===== src/rtl/core/sqmix_pkg.sv =====
`timescale 1ns / 1ps

package sqmix_pkg;

  localparam int NUM_CHANNELS = 4;
  localparam int CH_W = 2;
  localparam logic [CH_W-1:0] LAST_CH = CH_W'(NUM_CHANNELS - 1);

  localparam int MODE_W = 2;
  localparam int ADDR_W = 7;
  localparam int DATA_W = 8;
  localparam int SAMPLE_W = 14;
  localparam int STEP_W = 10;
  localparam int ACC_W = 16;
  localparam int PHASE_W = 9;
  localparam int REG_DEPTH = 32;
  localparam int REG_AW = 5;

  localparam int PADDR_W = 3;
  localparam int PDATA_W = 32;
  localparam logic CFG_IDX_TICK_STEP = 1'b0;
  localparam logic [STEP_W-1:0] TICK_STEP_RESET = 10'd22;

  localparam logic [MODE_W-1:0] MODE_WRITE = 2'd0;
  localparam logic [MODE_W-1:0] MODE_READ = 2'd1;
  localparam logic [MODE_W-1:0] MODE_TICK = 2'd2;

  localparam logic [ADDR_W-1:0] ADDR_CHAN_LO = 7'h20;
  localparam logic [ADDR_W-1:0] ADDR_CHAN_HI = 7'h3F;
  localparam logic [ADDR_W-1:0] ADDR_ATTEN_LO = 7'h40;
  localparam logic [ADDR_W-1:0] ADDR_ATTEN_HI = 7'h43;
  localparam logic [ADDR_W-1:0] ADDR_PAN = 7'h44;
  localparam logic [ADDR_W-1:0] ADDR_MUTE = 7'h50;

  localparam logic [2:0] REG_VOLUME = 3'd0;
  localparam logic [2:0] REG_OUTPUT = 3'd2;
  localparam logic [2:0] REG_CONTROL1 = 3'd5;
  localparam logic [2:0] REG_COUNTER = 3'd6;

  localparam logic [2:0] LINK_MODE_HOLD = 3'd7;
  localparam int COUNT_EN_BIT = 3;
  localparam logic [3:0] FULL_SCALE = 4'd15;
  localparam logic [ACC_W-1:0] ACC_MAX = 16'hFFFF;
  localparam logic [ACC_W-1:0] ACC_RESIDUE_LIMIT = 16'd64;
  localparam logic [PHASE_W-1:0] PHASE_LIMIT = 9'd256;

  typedef enum logic [3:0] {
    ST_IDLE,
    ST_ACCESS,
    ST_RD_C1,
    ST_RD_PER,
    ST_RD_VOL,
    ST_STEP,
    ST_FIN,
    ST_RD_OUT,
    ST_MIX,
    ST_RESULT
  } state_t;

  typedef enum logic [2:0] {
    RSEL_BUS,
    RSEL_C1,
    RSEL_PER,
    RSEL_VOL,
    RSEL_OUT
  } rsel_t;

  typedef struct packed {
    logic  capture;
    logic  bus_access;
    rsel_t rsel;
    logic  start_chan;
    logic  step;
    logic  finish;
    logic  mix;
    logic  load_out;
  } ctrl_cmd_t;

  typedef struct packed {
    logic is_tick;
    logic chan_en;
    logic chan_hold;
    logic units_left;
    logic last_ch;
    logic out_free;
  } dp_status_t;

endpackage


===== src/rtl/core/sqmix_if.sv =====
`timescale 1ns / 1ps

interface sqmix_in_if;
  logic                             valid;
  logic                             ready;
  logic [sqmix_pkg::MODE_W-1:0]     mode;
  logic [sqmix_pkg::ADDR_W-1:0]     address;
  logic [sqmix_pkg::DATA_W-1:0]     write_data;

  modport source(output valid, mode, address, write_data, input ready);
  modport sink(input valid, mode, address, write_data, output ready);
endinterface

interface sqmix_out_if;
  logic                                valid;
  logic                                ready;
  logic [sqmix_pkg::DATA_W-1:0]        read_data;
  logic signed [sqmix_pkg::SAMPLE_W-1:0] left_sample;
  logic signed [sqmix_pkg::SAMPLE_W-1:0] right_sample;

  modport source(output valid, read_data, left_sample, right_sample, input ready);
  modport sink(input valid, read_data, left_sample, right_sample, output ready);
endinterface


===== src/rtl/core/sqmix_ctrl.sv =====
`timescale 1ns / 1ps

module sqmix_ctrl (
  input  logic                   clk,
  input  logic                   rst,
  input  logic                   in_valid,
  output logic                   in_ready,
  input  sqmix_pkg::dp_status_t  st,
  output sqmix_pkg::ctrl_cmd_t   cmd
);

  sqmix_pkg::state_t state, state_next;

  always_ff @(posedge clk) begin
    if (rst) begin
      state <= sqmix_pkg::ST_IDLE;
    end else begin
      state <= state_next;
    end
  end

  always_comb begin
    state_next = state;
    case (state)
      sqmix_pkg::ST_IDLE: begin
        if (in_valid) state_next = sqmix_pkg::ST_ACCESS;
      end
      sqmix_pkg::ST_ACCESS: begin
        state_next = st.is_tick ? sqmix_pkg::ST_RD_C1 : sqmix_pkg::ST_RESULT;
      end
      sqmix_pkg::ST_RD_C1:  state_next = sqmix_pkg::ST_RD_PER;
      sqmix_pkg::ST_RD_PER: state_next = sqmix_pkg::ST_RD_VOL;
      sqmix_pkg::ST_RD_VOL: begin
        if (!st.chan_en || st.chan_hold) state_next = sqmix_pkg::ST_RD_OUT;
        else state_next = sqmix_pkg::ST_STEP;
      end
      sqmix_pkg::ST_STEP: begin
        if (!st.units_left) state_next = sqmix_pkg::ST_FIN;
      end
      sqmix_pkg::ST_FIN:    state_next = sqmix_pkg::ST_RD_OUT;
      sqmix_pkg::ST_RD_OUT: state_next = sqmix_pkg::ST_MIX;
      sqmix_pkg::ST_MIX: begin
        state_next = st.last_ch ? sqmix_pkg::ST_RESULT : sqmix_pkg::ST_RD_C1;
      end
      sqmix_pkg::ST_RESULT: begin
        if (st.out_free) state_next = sqmix_pkg::ST_IDLE;
      end
      default: state_next = sqmix_pkg::ST_IDLE;
    endcase
  end

  always_comb begin
    in_ready       = 1'b0;
    cmd            = '0;
    cmd.rsel       = sqmix_pkg::RSEL_BUS;
    case (state)
      sqmix_pkg::ST_IDLE: begin
        in_ready    = 1'b1;
        cmd.capture = in_valid;
      end
      sqmix_pkg::ST_ACCESS: cmd.bus_access = 1'b1;
      sqmix_pkg::ST_RD_C1:  cmd.rsel = sqmix_pkg::RSEL_C1;
      sqmix_pkg::ST_RD_PER: cmd.rsel = sqmix_pkg::RSEL_PER;
      sqmix_pkg::ST_RD_VOL: begin
        cmd.rsel       = sqmix_pkg::RSEL_VOL;
        cmd.start_chan = 1'b1;
      end
      sqmix_pkg::ST_STEP:   cmd.step = st.units_left;
      sqmix_pkg::ST_FIN:    cmd.finish = 1'b1;
      sqmix_pkg::ST_RD_OUT: cmd.rsel = sqmix_pkg::RSEL_OUT;
      sqmix_pkg::ST_MIX:    cmd.mix = 1'b1;
      sqmix_pkg::ST_RESULT: cmd.load_out = st.out_free;
      default: ;
    endcase
  end

endmodule


===== src/rtl/core/sqmix_dp.sv =====
`timescale 1ns / 1ps

module sqmix_dp (
  input  logic                                   clk,
  input  logic                                   rst,
  input  sqmix_pkg::ctrl_cmd_t                   cmd,
  output sqmix_pkg::dp_status_t                  st,
  input  logic [sqmix_pkg::STEP_W-1:0]           tick_step,
  input  logic [sqmix_pkg::MODE_W-1:0]           in_mode,
  input  logic [sqmix_pkg::ADDR_W-1:0]           in_address,
  input  logic [sqmix_pkg::DATA_W-1:0]           in_write_data,
  input  logic                                   out_ready,
  output logic                                   out_valid,
  output logic [sqmix_pkg::DATA_W-1:0]           out_read_data,
  output logic signed [sqmix_pkg::SAMPLE_W-1:0]  out_left_sample,
  output logic signed [sqmix_pkg::SAMPLE_W-1:0]  out_right_sample
);

  // architectural state
  logic [sqmix_pkg::DATA_W-1:0]  chan_regs [sqmix_pkg::REG_DEPTH];
  logic [sqmix_pkg::DATA_W-1:0]  atten [4];
  logic [sqmix_pkg::DATA_W-1:0]  pan_enable;
  logic [sqmix_pkg::DATA_W-1:0]  mute_mask;
  logic [sqmix_pkg::ACC_W-1:0]   tick_accum [4];
  logic [sqmix_pkg::PHASE_W-1:0] phase_count [4];

  // working registers
  logic [sqmix_pkg::MODE_W-1:0]  item_mode;
  logic [sqmix_pkg::ADDR_W-1:0]  item_addr;
  logic [sqmix_pkg::DATA_W-1:0]  item_data;
  logic [sqmix_pkg::CH_W-1:0]    ch;
  logic [sqmix_pkg::DATA_W-1:0]  c1;
  logic [sqmix_pkg::DATA_W-1:0]  per;
  logic [sqmix_pkg::DATA_W-1:0]  vol;
  logic [sqmix_pkg::DATA_W-1:0]  raw;
  logic [sqmix_pkg::ACC_W-1:0]   acc;
  logic [sqmix_pkg::PHASE_W-1:0] cnt;
  logic                          second_half;
  logic [sqmix_pkg::DATA_W-1:0]  rd_data;
  logic signed [sqmix_pkg::SAMPLE_W-1:0] left_sum;
  logic signed [sqmix_pkg::SAMPLE_W-1:0] right_sum;

  logic                          item_tick;
  logic [sqmix_pkg::REG_AW-1:0]  raddr;
  logic [sqmix_pkg::DATA_W-1:0]  rbyte;
  logic [1:0]                    aidx;
  logic [sqmix_pkg::DATA_W-1:0]  abyte;
  logic [sqmix_pkg::ACC_W-1:0]   unit;
  logic                          units_left;
  logic [sqmix_pkg::PHASE_W-1:0] half;
  logic [sqmix_pkg::PHASE_W-1:0] per9;
  logic [sqmix_pkg::ACC_W:0]     acc_sum;
  logic [sqmix_pkg::ACC_W-1:0]   acc_sat;
  logic [sqmix_pkg::PHASE_W-1:0] cnt_end;
  logic                          wen;
  logic [sqmix_pkg::REG_AW-1:0]  waddr;
  logic [sqmix_pkg::DATA_W-1:0]  wdata;
  logic [sqmix_pkg::DATA_W-1:0]  rd_next;
  logic [3:0]                    lscale;
  logic [3:0]                    rscale;
  logic signed [12:0]            lprod;
  logic signed [12:0]            rprod;

  assign item_tick = (item_mode == sqmix_pkg::MODE_TICK);

  always_comb begin
    case (cmd.rsel)
      sqmix_pkg::RSEL_C1:  raddr = {ch, sqmix_pkg::REG_CONTROL1};
      sqmix_pkg::RSEL_PER: raddr = {ch, sqmix_pkg::REG_COUNTER};
      sqmix_pkg::RSEL_VOL: raddr = {ch, sqmix_pkg::REG_VOLUME};
      sqmix_pkg::RSEL_OUT: raddr = {ch, sqmix_pkg::REG_OUTPUT};
      default:             raddr = item_addr[sqmix_pkg::REG_AW-1:0];
    endcase
  end

  assign rbyte = chan_regs[raddr];
  assign aidx  = item_tick ? ch : item_addr[1:0];
  assign abyte = atten[aidx];

  assign unit       = sqmix_pkg::ACC_W'(1) << c1[2:0];
  assign units_left = (acc >= unit);
  assign per9       = {1'b0, per};
  assign half       = {2'b00, per[7:1]};
  assign acc_sum    = {1'b0, tick_accum[ch]} + {7'b0, tick_step};
  assign acc_sat    = acc_sum[sqmix_pkg::ACC_W] ? sqmix_pkg::ACC_MAX
                                                : acc_sum[sqmix_pkg::ACC_W-1:0];
  assign cnt_end    = (second_half && cnt >= per9) ? '0 : cnt;

  always_comb begin
    wen   = 1'b0;
    waddr = item_addr[sqmix_pkg::REG_AW-1:0];
    wdata = item_data;
    if (cmd.finish) begin
      wen   = 1'b1;
      waddr = {ch, sqmix_pkg::REG_OUTPUT};
      wdata = (cnt_end < half) ? vol : '0;
    end else if (cmd.bus_access && item_mode == sqmix_pkg::MODE_WRITE &&
                 item_addr inside {[sqmix_pkg::ADDR_CHAN_LO:sqmix_pkg::ADDR_CHAN_HI]}) begin
      wen = 1'b1;
    end
  end

  always_comb begin
    rd_next = '0;
    if (item_addr inside {[sqmix_pkg::ADDR_CHAN_LO:sqmix_pkg::ADDR_CHAN_HI]}) begin
      rd_next = rbyte;
    end else if (item_addr inside {[sqmix_pkg::ADDR_ATTEN_LO:sqmix_pkg::ADDR_ATTEN_HI]}) begin
      rd_next = abyte;
    end else if (item_addr == sqmix_pkg::ADDR_PAN) begin
      rd_next = pan_enable;
    end else if (item_addr == sqmix_pkg::ADDR_MUTE) begin
      rd_next = mute_mask;
    end
  end

  always_comb begin
    if (mute_mask[{1'b1, ch}]) lscale = '0;
    else if (pan_enable[{1'b1, ch}]) lscale = abyte[7:4];
    else lscale = sqmix_pkg::FULL_SCALE;
    if (mute_mask[{1'b0, ch}]) rscale = '0;
    else if (pan_enable[{1'b0, ch}]) rscale = abyte[3:0];
    else rscale = sqmix_pkg::FULL_SCALE;
  end

  assign lprod = 13'($signed(raw) * $signed({1'b0, lscale}));
  assign rprod = 13'($signed(raw) * $signed({1'b0, rscale}));

  always_ff @(posedge clk) begin
    if (rst) begin
      for (int i = 0; i < sqmix_pkg::REG_DEPTH; i++) chan_regs[i] <= '0;
      for (int i = 0; i < 4; i++) begin
        atten[i]       <= '0;
        tick_accum[i]  <= '0;
        phase_count[i] <= '0;
      end
      pan_enable <= '0;
      mute_mask  <= '0;
      ch         <= '0;
      out_valid  <= 1'b0;
    end else begin
      if (wen) chan_regs[waddr] <= wdata;
      if (cmd.bus_access && item_mode == sqmix_pkg::MODE_WRITE) begin
        if (item_addr inside {[sqmix_pkg::ADDR_ATTEN_LO:sqmix_pkg::ADDR_ATTEN_HI]}) begin
          atten[item_addr[1:0]] <= item_data;
        end else if (item_addr == sqmix_pkg::ADDR_PAN) begin
          pan_enable <= item_data;
        end else if (item_addr == sqmix_pkg::ADDR_MUTE) begin
          mute_mask <= item_data;
        end
      end
      if (cmd.start_chan) begin
        if (!c1[sqmix_pkg::COUNT_EN_BIT]) begin
          tick_accum[ch]  <= '0;
          phase_count[ch] <= '0;
        end else if (c1[2:0] == sqmix_pkg::LINK_MODE_HOLD) begin
          tick_accum[ch] <= acc_sat;
        end
      end
      if (cmd.finish) begin
        tick_accum[ch]  <= acc;
        phase_count[ch] <= cnt_end;
      end
      if (cmd.capture) ch <= '0;
      else if (cmd.mix && ch != sqmix_pkg::LAST_CH) ch <= ch + 1'b1;
      if (cmd.load_out) out_valid <= 1'b1;
      else if (out_ready) out_valid <= 1'b0;
    end
  end

  always_ff @(posedge clk) begin
    if (cmd.capture) begin
      item_mode <= in_mode;
      item_addr <= in_address;
      item_data <= in_write_data;
      rd_data   <= '0;
      left_sum  <= '0;
      right_sum <= '0;
    end
    if (cmd.bus_access && item_mode == sqmix_pkg::MODE_READ) rd_data <= rd_next;
    case (cmd.rsel)
      sqmix_pkg::RSEL_C1:  c1  <= rbyte;
      sqmix_pkg::RSEL_PER: per <= rbyte;
      sqmix_pkg::RSEL_VOL: vol <= rbyte;
      sqmix_pkg::RSEL_OUT: raw <= rbyte;
      default: ;
    endcase
    if (cmd.start_chan) begin
      acc         <= acc_sat;
      cnt         <= phase_count[ch];
      second_half <= 1'b0;
    end
    if (cmd.step) begin
      if (!second_half) begin
        if (cnt <= half) begin
          acc <= acc - unit;
          cnt <= cnt + 1'b1;
        end else begin
          second_half <= 1'b1;
        end
      end else begin
        if (cnt <= per9) begin
          acc <= acc - unit;
          cnt <= cnt + 1'b1;
        end else begin
          cnt         <= '0;
          second_half <= 1'b0;
        end
      end
    end
    if (cmd.mix) begin
      left_sum  <= left_sum + {lprod[12], lprod};
      right_sum <= right_sum + {rprod[12], rprod};
    end
    if (cmd.load_out) begin
      out_read_data    <= rd_data;
      out_left_sample  <= left_sum;
      out_right_sample <= right_sum;
    end
  end

  assign st.is_tick    = item_tick;
  assign st.chan_en    = c1[sqmix_pkg::COUNT_EN_BIT];
  assign st.chan_hold  = (c1[2:0] == sqmix_pkg::LINK_MODE_HOLD);
  assign st.units_left = units_left;
  assign st.last_ch    = (ch == sqmix_pkg::LAST_CH);
  assign st.out_free   = !out_valid || out_ready;

  a_phase_bounded: assert property (@(posedge clk) disable iff (rst)
    cmd.step |=> cnt <= sqmix_pkg::PHASE_LIMIT)
    else $error("phase counter ran past the longest period");

  a_residue_small: assert property (@(posedge clk) disable iff (rst)
    cmd.finish |=> tick_accum[ch] < sqmix_pkg::ACC_RESIDUE_LIMIT)
    else $error("accumulator left a whole prescaled unit unspent");

  a_capture_clears: assert property (@(posedge clk) disable iff (rst)
    cmd.capture |=> rd_data == '0 && left_sum == '0 && right_sum == '0)
    else $error("result accumulators not cleared for a new transaction");

endmodule


===== src/rtl/core/four_channel_square_audio_mixer.sv =====
`timescale 1ns / 1ps

// Four-channel square-wave mixer. Each input transaction is a register write, a
// register read or a sample tick, and each produces exactly one output transaction.
// Writes, reads and the unused mode pass through the access and result states, and
// the next transaction is accepted once the controller is idle again. A tick walks
// the channels in turn on a single shared phase-step datapath that spends one
// prescaled unit per clock, except on a half-period turnover. A counting channel
// reads its control, counter and volume registers, steps until it has spent
// (accumulator + tick_step) >> prescale units, finishes, reads its output register
// and mixes it. Disabled and hold-mode channels skip the step and finish states.
// A tick also passes the access and result states. A saturated accumulator at
// prescale 0 spends up to 65535 units in one tick. One transaction is in flight at
// a time. A finished result waits in the output register while the next transaction
// is accepted. tick_step is set over APB at addresses 0 to 3 and resets to 22.

module four_channel_square_audio_mixer (
  input  logic                              clk,
  input  logic                              rst,
  sqmix_in_if.sink                          in,
  sqmix_out_if.source                       out,
  input  logic                              psel,
  input  logic                              penable,
  input  logic                              pwrite,
  input  logic [sqmix_pkg::PADDR_W-1:0]     paddr,
  input  logic [sqmix_pkg::PDATA_W-1:0]     pwdata,
  output logic [sqmix_pkg::PDATA_W-1:0]     prdata,
  output logic                              pready
);

  sqmix_pkg::ctrl_cmd_t           cmd;
  sqmix_pkg::dp_status_t          st;
  logic [sqmix_pkg::STEP_W-1:0]   tick_step;
  logic                           cfg_hit;

  assign pready  = 1'b1;
  assign cfg_hit = (paddr[sqmix_pkg::PADDR_W-1] == sqmix_pkg::CFG_IDX_TICK_STEP);

  always_ff @(posedge clk) begin
    if (rst) begin
      tick_step <= sqmix_pkg::TICK_STEP_RESET;
    end else if (psel && penable && pwrite && pready && cfg_hit) begin
      tick_step <= pwdata[sqmix_pkg::STEP_W-1:0];
    end
  end

  assign prdata = cfg_hit ? {{(sqmix_pkg::PDATA_W - sqmix_pkg::STEP_W){1'b0}}, tick_step}
                          : '0;

  sqmix_ctrl u_ctrl (
    .clk      (clk),
    .rst      (rst),
    .in_valid (in.valid),
    .in_ready (in.ready),
    .st       (st),
    .cmd      (cmd)
  );

  sqmix_dp u_dp (
    .clk              (clk),
    .rst              (rst),
    .cmd              (cmd),
    .st               (st),
    .tick_step        (tick_step),
    .in_mode          (in.mode),
    .in_address       (in.address),
    .in_write_data    (in.write_data),
    .out_ready        (out.ready),
    .out_valid        (out.valid),
    .out_read_data    (out.read_data),
    .out_left_sample  (out.left_sample),
    .out_right_sample (out.right_sample)
  );

endmodule

===== src/flat_wrapper.sv =====
// flat-port wrapper written by rule: the top's interface ports become plain ports
module four_channel_square_audio_mixer_flat 
  (clk, rst, psel, penable, pwrite, paddr, pwdata, prdata, pready, in_valid, in_mode, in_address, in_write_data, in_ready, out_valid, out_read_data, out_left_sample, out_right_sample, out_ready);
  sqmix_in_if in_i ();
  sqmix_out_if out_i ();
  input  logic clk;
  input  logic rst;
  input  logic psel;
  input  logic penable;
  input  logic pwrite;
  input  logic [sqmix_pkg::PADDR_W-1:0] paddr;
  input  logic [sqmix_pkg::PDATA_W-1:0] pwdata;
  output logic [sqmix_pkg::PDATA_W-1:0] prdata;
  output logic pready;
  input wire logic [$bits(in_i.valid)-1:0] in_valid;
  input wire logic [$bits(in_i.mode)-1:0] in_mode;
  input wire logic [$bits(in_i.address)-1:0] in_address;
  input wire logic [$bits(in_i.write_data)-1:0] in_write_data;
  output wire logic [$bits(in_i.ready)-1:0] in_ready;
  output wire logic [$bits(out_i.valid)-1:0] out_valid;
  output wire logic [$bits(out_i.read_data)-1:0] out_read_data;
  output wire logic [$bits(out_i.left_sample)-1:0] out_left_sample;
  output wire logic [$bits(out_i.right_sample)-1:0] out_right_sample;
  input wire logic [$bits(out_i.ready)-1:0] out_ready;
  assign in_i.valid = in_valid;
  assign in_i.mode = in_mode;
  assign in_i.address = in_address;
  assign in_i.write_data = in_write_data;
  assign in_ready = in_i.ready;
  assign out_valid = out_i.valid;
  assign out_read_data = out_i.read_data;
  assign out_left_sample = out_i.left_sample;
  assign out_right_sample = out_i.right_sample;
  assign out_i.ready = out_ready;
  four_channel_square_audio_mixer u_core (.clk(clk), .rst(rst), .in(in_i), .out(out_i), .psel(psel), .penable(penable), .pwrite(pwrite), .paddr(paddr), .pwdata(pwdata), .prdata(prdata), .pready(pready));
endmodule

===== config.mk =====
export PLATFORM = sky130hd
export DESIGN_NAME = four_channel_square_audio_mixer_flat
export DESIGN_NICKNAME = d
export VERILOG_FILES = /design/src/rtl/core/sqmix_pkg.sv /design/src/rtl/core/sqmix_if.sv /design/src/rtl/core/sqmix_ctrl.sv /design/src/rtl/core/sqmix_dp.sv /design/src/rtl/core/four_channel_square_audio_mixer.sv /design/src/flat_wrapper.sv
export SDC_FILE = /design/constraint.sdc
export NUM_CORES = 1
export LEC_CHECK = 0
export ABC_AREA = 1
export BUFFER_PORTS_ARGS = -buffer_cell sky130_fd_sc_hd__buf_2
export CAP_MARGIN = 20
export CORE_MARGIN = 1
export CORE_UTILIZATION = 50
export CTS_BUF_LIST = sky130_fd_sc_hd__clkbuf_8
export CTS_CLUSTER_SIZE = 12
export DETAILED_ROUTE_END_ITERATION = 6
export PLACE_DENSITY = 0.67
export SYNTH_ARGS = -nofsm -noshare
export SYNTH_HDL_FRONTEND = slang
export SYNTH_SLANG_ARGS = --single-unit

===== constraint.sdc =====
create_clock -name clk -period 7.3 [get_ports clk]
set_clock_uncertainty 0.05 [all_clocks]
set_input_delay 1.46 -clock clk [delete_from_list [all_inputs] [get_ports clk]]
set_output_delay 1.46 -clock clk [all_outputs]
set_load 0.05 [all_outputs]

==> impl_metrics.py <==
metrics = {
    "clock_network": {
        "clock_transition_at_the_registers_of_the_reported_paths_ns": 0.06,
        "cts_tree": "done",
        "clock-root-buffer": "clkbuf_8",
        "insertion_delay_ns": 0.72,
        "cts_sinks": 566,
        "cts-resized-gates": 0,
        "cts_hold_buf": 0,
        "cts-root-to-sink-buffers": 3,
        "cts_inserted_buffers": 96,
        "postCtsSetupRepairBufs": 0,
        "clock_tree.htree_level_count": 3,
    },
    "yosys": {
        "synth.top_cell.area_share_pct": 48.76,
        "ys_seq_area_share_pct": 52.69,
        "synth_enable_flop_cells": 505,
        "synth-seq-cells": 566,
        "syn_area_sq_um": 31100,
        "dominantRegCellSynth": "edfxtp_1",
        "synthesis.area_per_instance_sq_um": 8.801,
        "synth_commonest_cells": "nand2_1, nor2_1, inv_1, edfxtp_1, nand3_1",
        "synth_cells": 3534,
        "synth_most_common_cell": "nand2_1",
        "cell_type_with_the_largest_total_area_after_synthesis": "edfxtp_1",
        "synthTopCellsByArea": "edfxtp_1, nand2_1, nor2_1",
        "yosysWarningCount": 0,
        "synthArstFlopShare_pct": 0,
        "synthDistinctLibCells": 54,
    },
    "layout": {
        "final_design_area_no_fill_sq_um": 34010,
        "multi_input_area_sq_um": 12000,
        "fillerInstances": 5663,
        "fin_nets": 3833,
        "area_growth_pct": 9.361,
        "fin_util_pct": 55.22,
        "fin_cells": 4532,
        "sequential_cell_area_sq_um": 16390,
        "drive_gt1_share_pct": 8.042,
    },
    "drt": {
        "vias": 23750,
        "routedWlPerCell_um": 16.89,
        "firstDrtPassIters": 6,
        "finalWirelength_um": 76550,
        "ant_nets": 0,
        "vias_per_instance": 5.241,
        "drt_iter0_drc": 1996,
        "drcViolationCount": 0,
    },
    "timing": {
        "max_slew_margin_pct": 31.19,
        "final.setup.tns_ns": 0,
        "worst_slew_pin_slew_ns": 1.031,
        "post_route_minimum_period_ns": 6.121,
        "final-max-slew-violation-count": 0,
        "max_freq_mhz": 163.4,
        "finalSetupViolCount": 0,
        "layout_worst_path_cycle_share_pct": 83.85,
        "unrepaired_setup_endpoints_after_global_routing": "false",
        "timing.final.hold_violations": 0,
    },
    "run_status": {
        "run_status": "completed",
    },
    "placement": {
        "port_buffers": 82,
        "placed_cells": 4357,
        "detailed_place.area_sq_um": 32180,
        "hpwlAfterDp_um": 50210,
        "gp_congestion": 0.8854,
    },
    "global_route": {
        "antenna_found_initial": 2,
        "first_global_vias": 22110,
        "grt_start_max_net_pins": 89,
        "grtUsageTotal_pct": 24.19,
        "grt_first_pass_wirelength_um": 119200,
        "globalRoute.totalOverflow": 0,
    },
    "setup_path": {
        "critical_path_buf_inv_count": 6,
        "timing.critical_path.fanout_max": 16,
        "startpoint_type": "flop",
        "timing.critical_path.slowest_stage_cell": "fa_1",
        "worst_path_dominant_cell_family": "simple AND/OR/NAND/NOR gates",
        "timing.critical_path.slowest_cell_delay_ns": 0.52,
        "critPathArrivalTime_ns": 6.53,
        "cp-end-kind": "flop",
        "timing.setup.critical_path_class": "reg2reg",
        "critPathRequiredTime_ns": 7.71,
        "cp_common_cell": "nand2_1",
    },
    "power": {
        "p_leak_nw": 15.03,
        "vdd_ir_drop_max_v": 0.0001744,
        "ratio_of_total_power_to_cell_area_nw_per_um2": 271.1,
    },
    "min_path": {
        "holdCritPathClass": "reg2reg",
    },
    "die": {
        "die_height_um": 251.4,
        "std_cell_rows": 91,
        "io-pin-count": 130,
        "initial_core_util_pct": 50.49,
        "die_outline_area_sq_um": 63200,
        "placeableCoreArea_sq_um": 61600,
        "die_x_um": 251.4,
    },
    "job": {
        "maxcap_violations": 0,
    },
}
state kept, by name, indices dropped and copies added, names as in the netlist, 16 cells and up, named ones only:
name,count
u_core.u_dp.acc,16
u_core.u_dp.atten,32
u_core.u_dp.chan_regs,256
u_core.u_dp.phase_count,36
u_core.u_dp.tick_accum,64
cell type report:
type | instances | area share, %
tap | 837 | 3.079
clock inverter | 69 | 1.115
timing repair buffer | 117 | 2.038
antenna | 2 | 0.01471
sequential | 566 | 48.18
inverter | 555 | 6.125
multi-input combinational | 2283 | 35.29
clock buffer | 103 | 4.168
report_power, final:
part,switching (mW),leakage (nW),internal (mW)
logic,1.76,8.36,0.819
clock network,1.32,1.06,1.38
registers,0.155,5.60,3.79
total,3.23,15.0,5.99
per-layer routing:
layer	routed length (um)	track usage (%)	vias to the layer above	share of wire, %
met5	0	0	-	0
met4	2494	9.321	0	3.3
met3	5411	4.442	169	7.1
met2	35380	39.39	821	46
met1	33270	32.10	11000	43
li1	-	-	11760	-
through the flow:
stage / setup slack, ns / power (mW) / hold WS (ns)
after floorplan: 1.681 / 5.868 / 0.3503
after global placement: 1.286 / 6.500 / 0.3519
after detailed placement: 1.232 / 6.542 / 0.3545
after CTS: 1.192 / 9.240 / 0.3365
after global routing: 0.6508 / 9.722 / 0.3629
final: 1.179 / 9.219 / 0.3500
cell usage in the layout, fill, tap and decap left out, drive strengths merged, types with 18 or more instances in the layout:
master	n
dfxtp	61
nor2	567
clkbuf	103
nand2	650
clkinv	28
o21ai	148
inv	592
edfxtp	505
a21oi	162
ha	117
nand3	362
conb	23
o211ai	18
o22ai	33
xor2	35
buf	117
fa	38
kinds of logic (layout without fill, tap and decap cells):
| group | Yosys count | after routing | share of synthesized area (%) |
|---|---|---|---|
| adder cells (fa/ha/maj) | 155 | 155 | 7.153 |
| other | 2 | 25 | 0.02415 |
| AND/OR/NAND/NOR | 1639 | 1639 | 22.09 |
| flip-flops | 566 | 566 | 52.69 |
| AO/OA/AOI/OAI | 420 | 420 | 7.616 |
| buffers and inverters | 706 | 844 | 9.132 |
| XOR/XNOR | 46 | 46 | 1.295 |
worst paths after layout:
path / cells after the start / to / from / slack [ns]
setup / recovery: 29 / u_core.u_dp.left_sum[13]$_SDFFCE_PP0P_ / u_core.u_dp.item_mode[0]$_DFFE_PP_ / 1.18
hold / removal: 0 / u_core.u_dp.out_read_data[5]$_DFFE_PP_ / u_core.u_dp.rd_data[5]$_SDFFCE_PN0P_ / 0.35
setup reg to reg: 29 / u_core.u_dp.left_sum[13]$_SDFFCE_PP0P_ / u_core.u_dp.item_mode[0]$_DFFE_PP_ / 1.18
hold reg to reg: 0 / u_core.u_dp.out_read_data[5]$_DFFE_PP_ / u_core.u_dp.rd_data[5]$_SDFFCE_PN0P_ / 0.35
No activity file was read; power rests on OpenSTA's default activity.
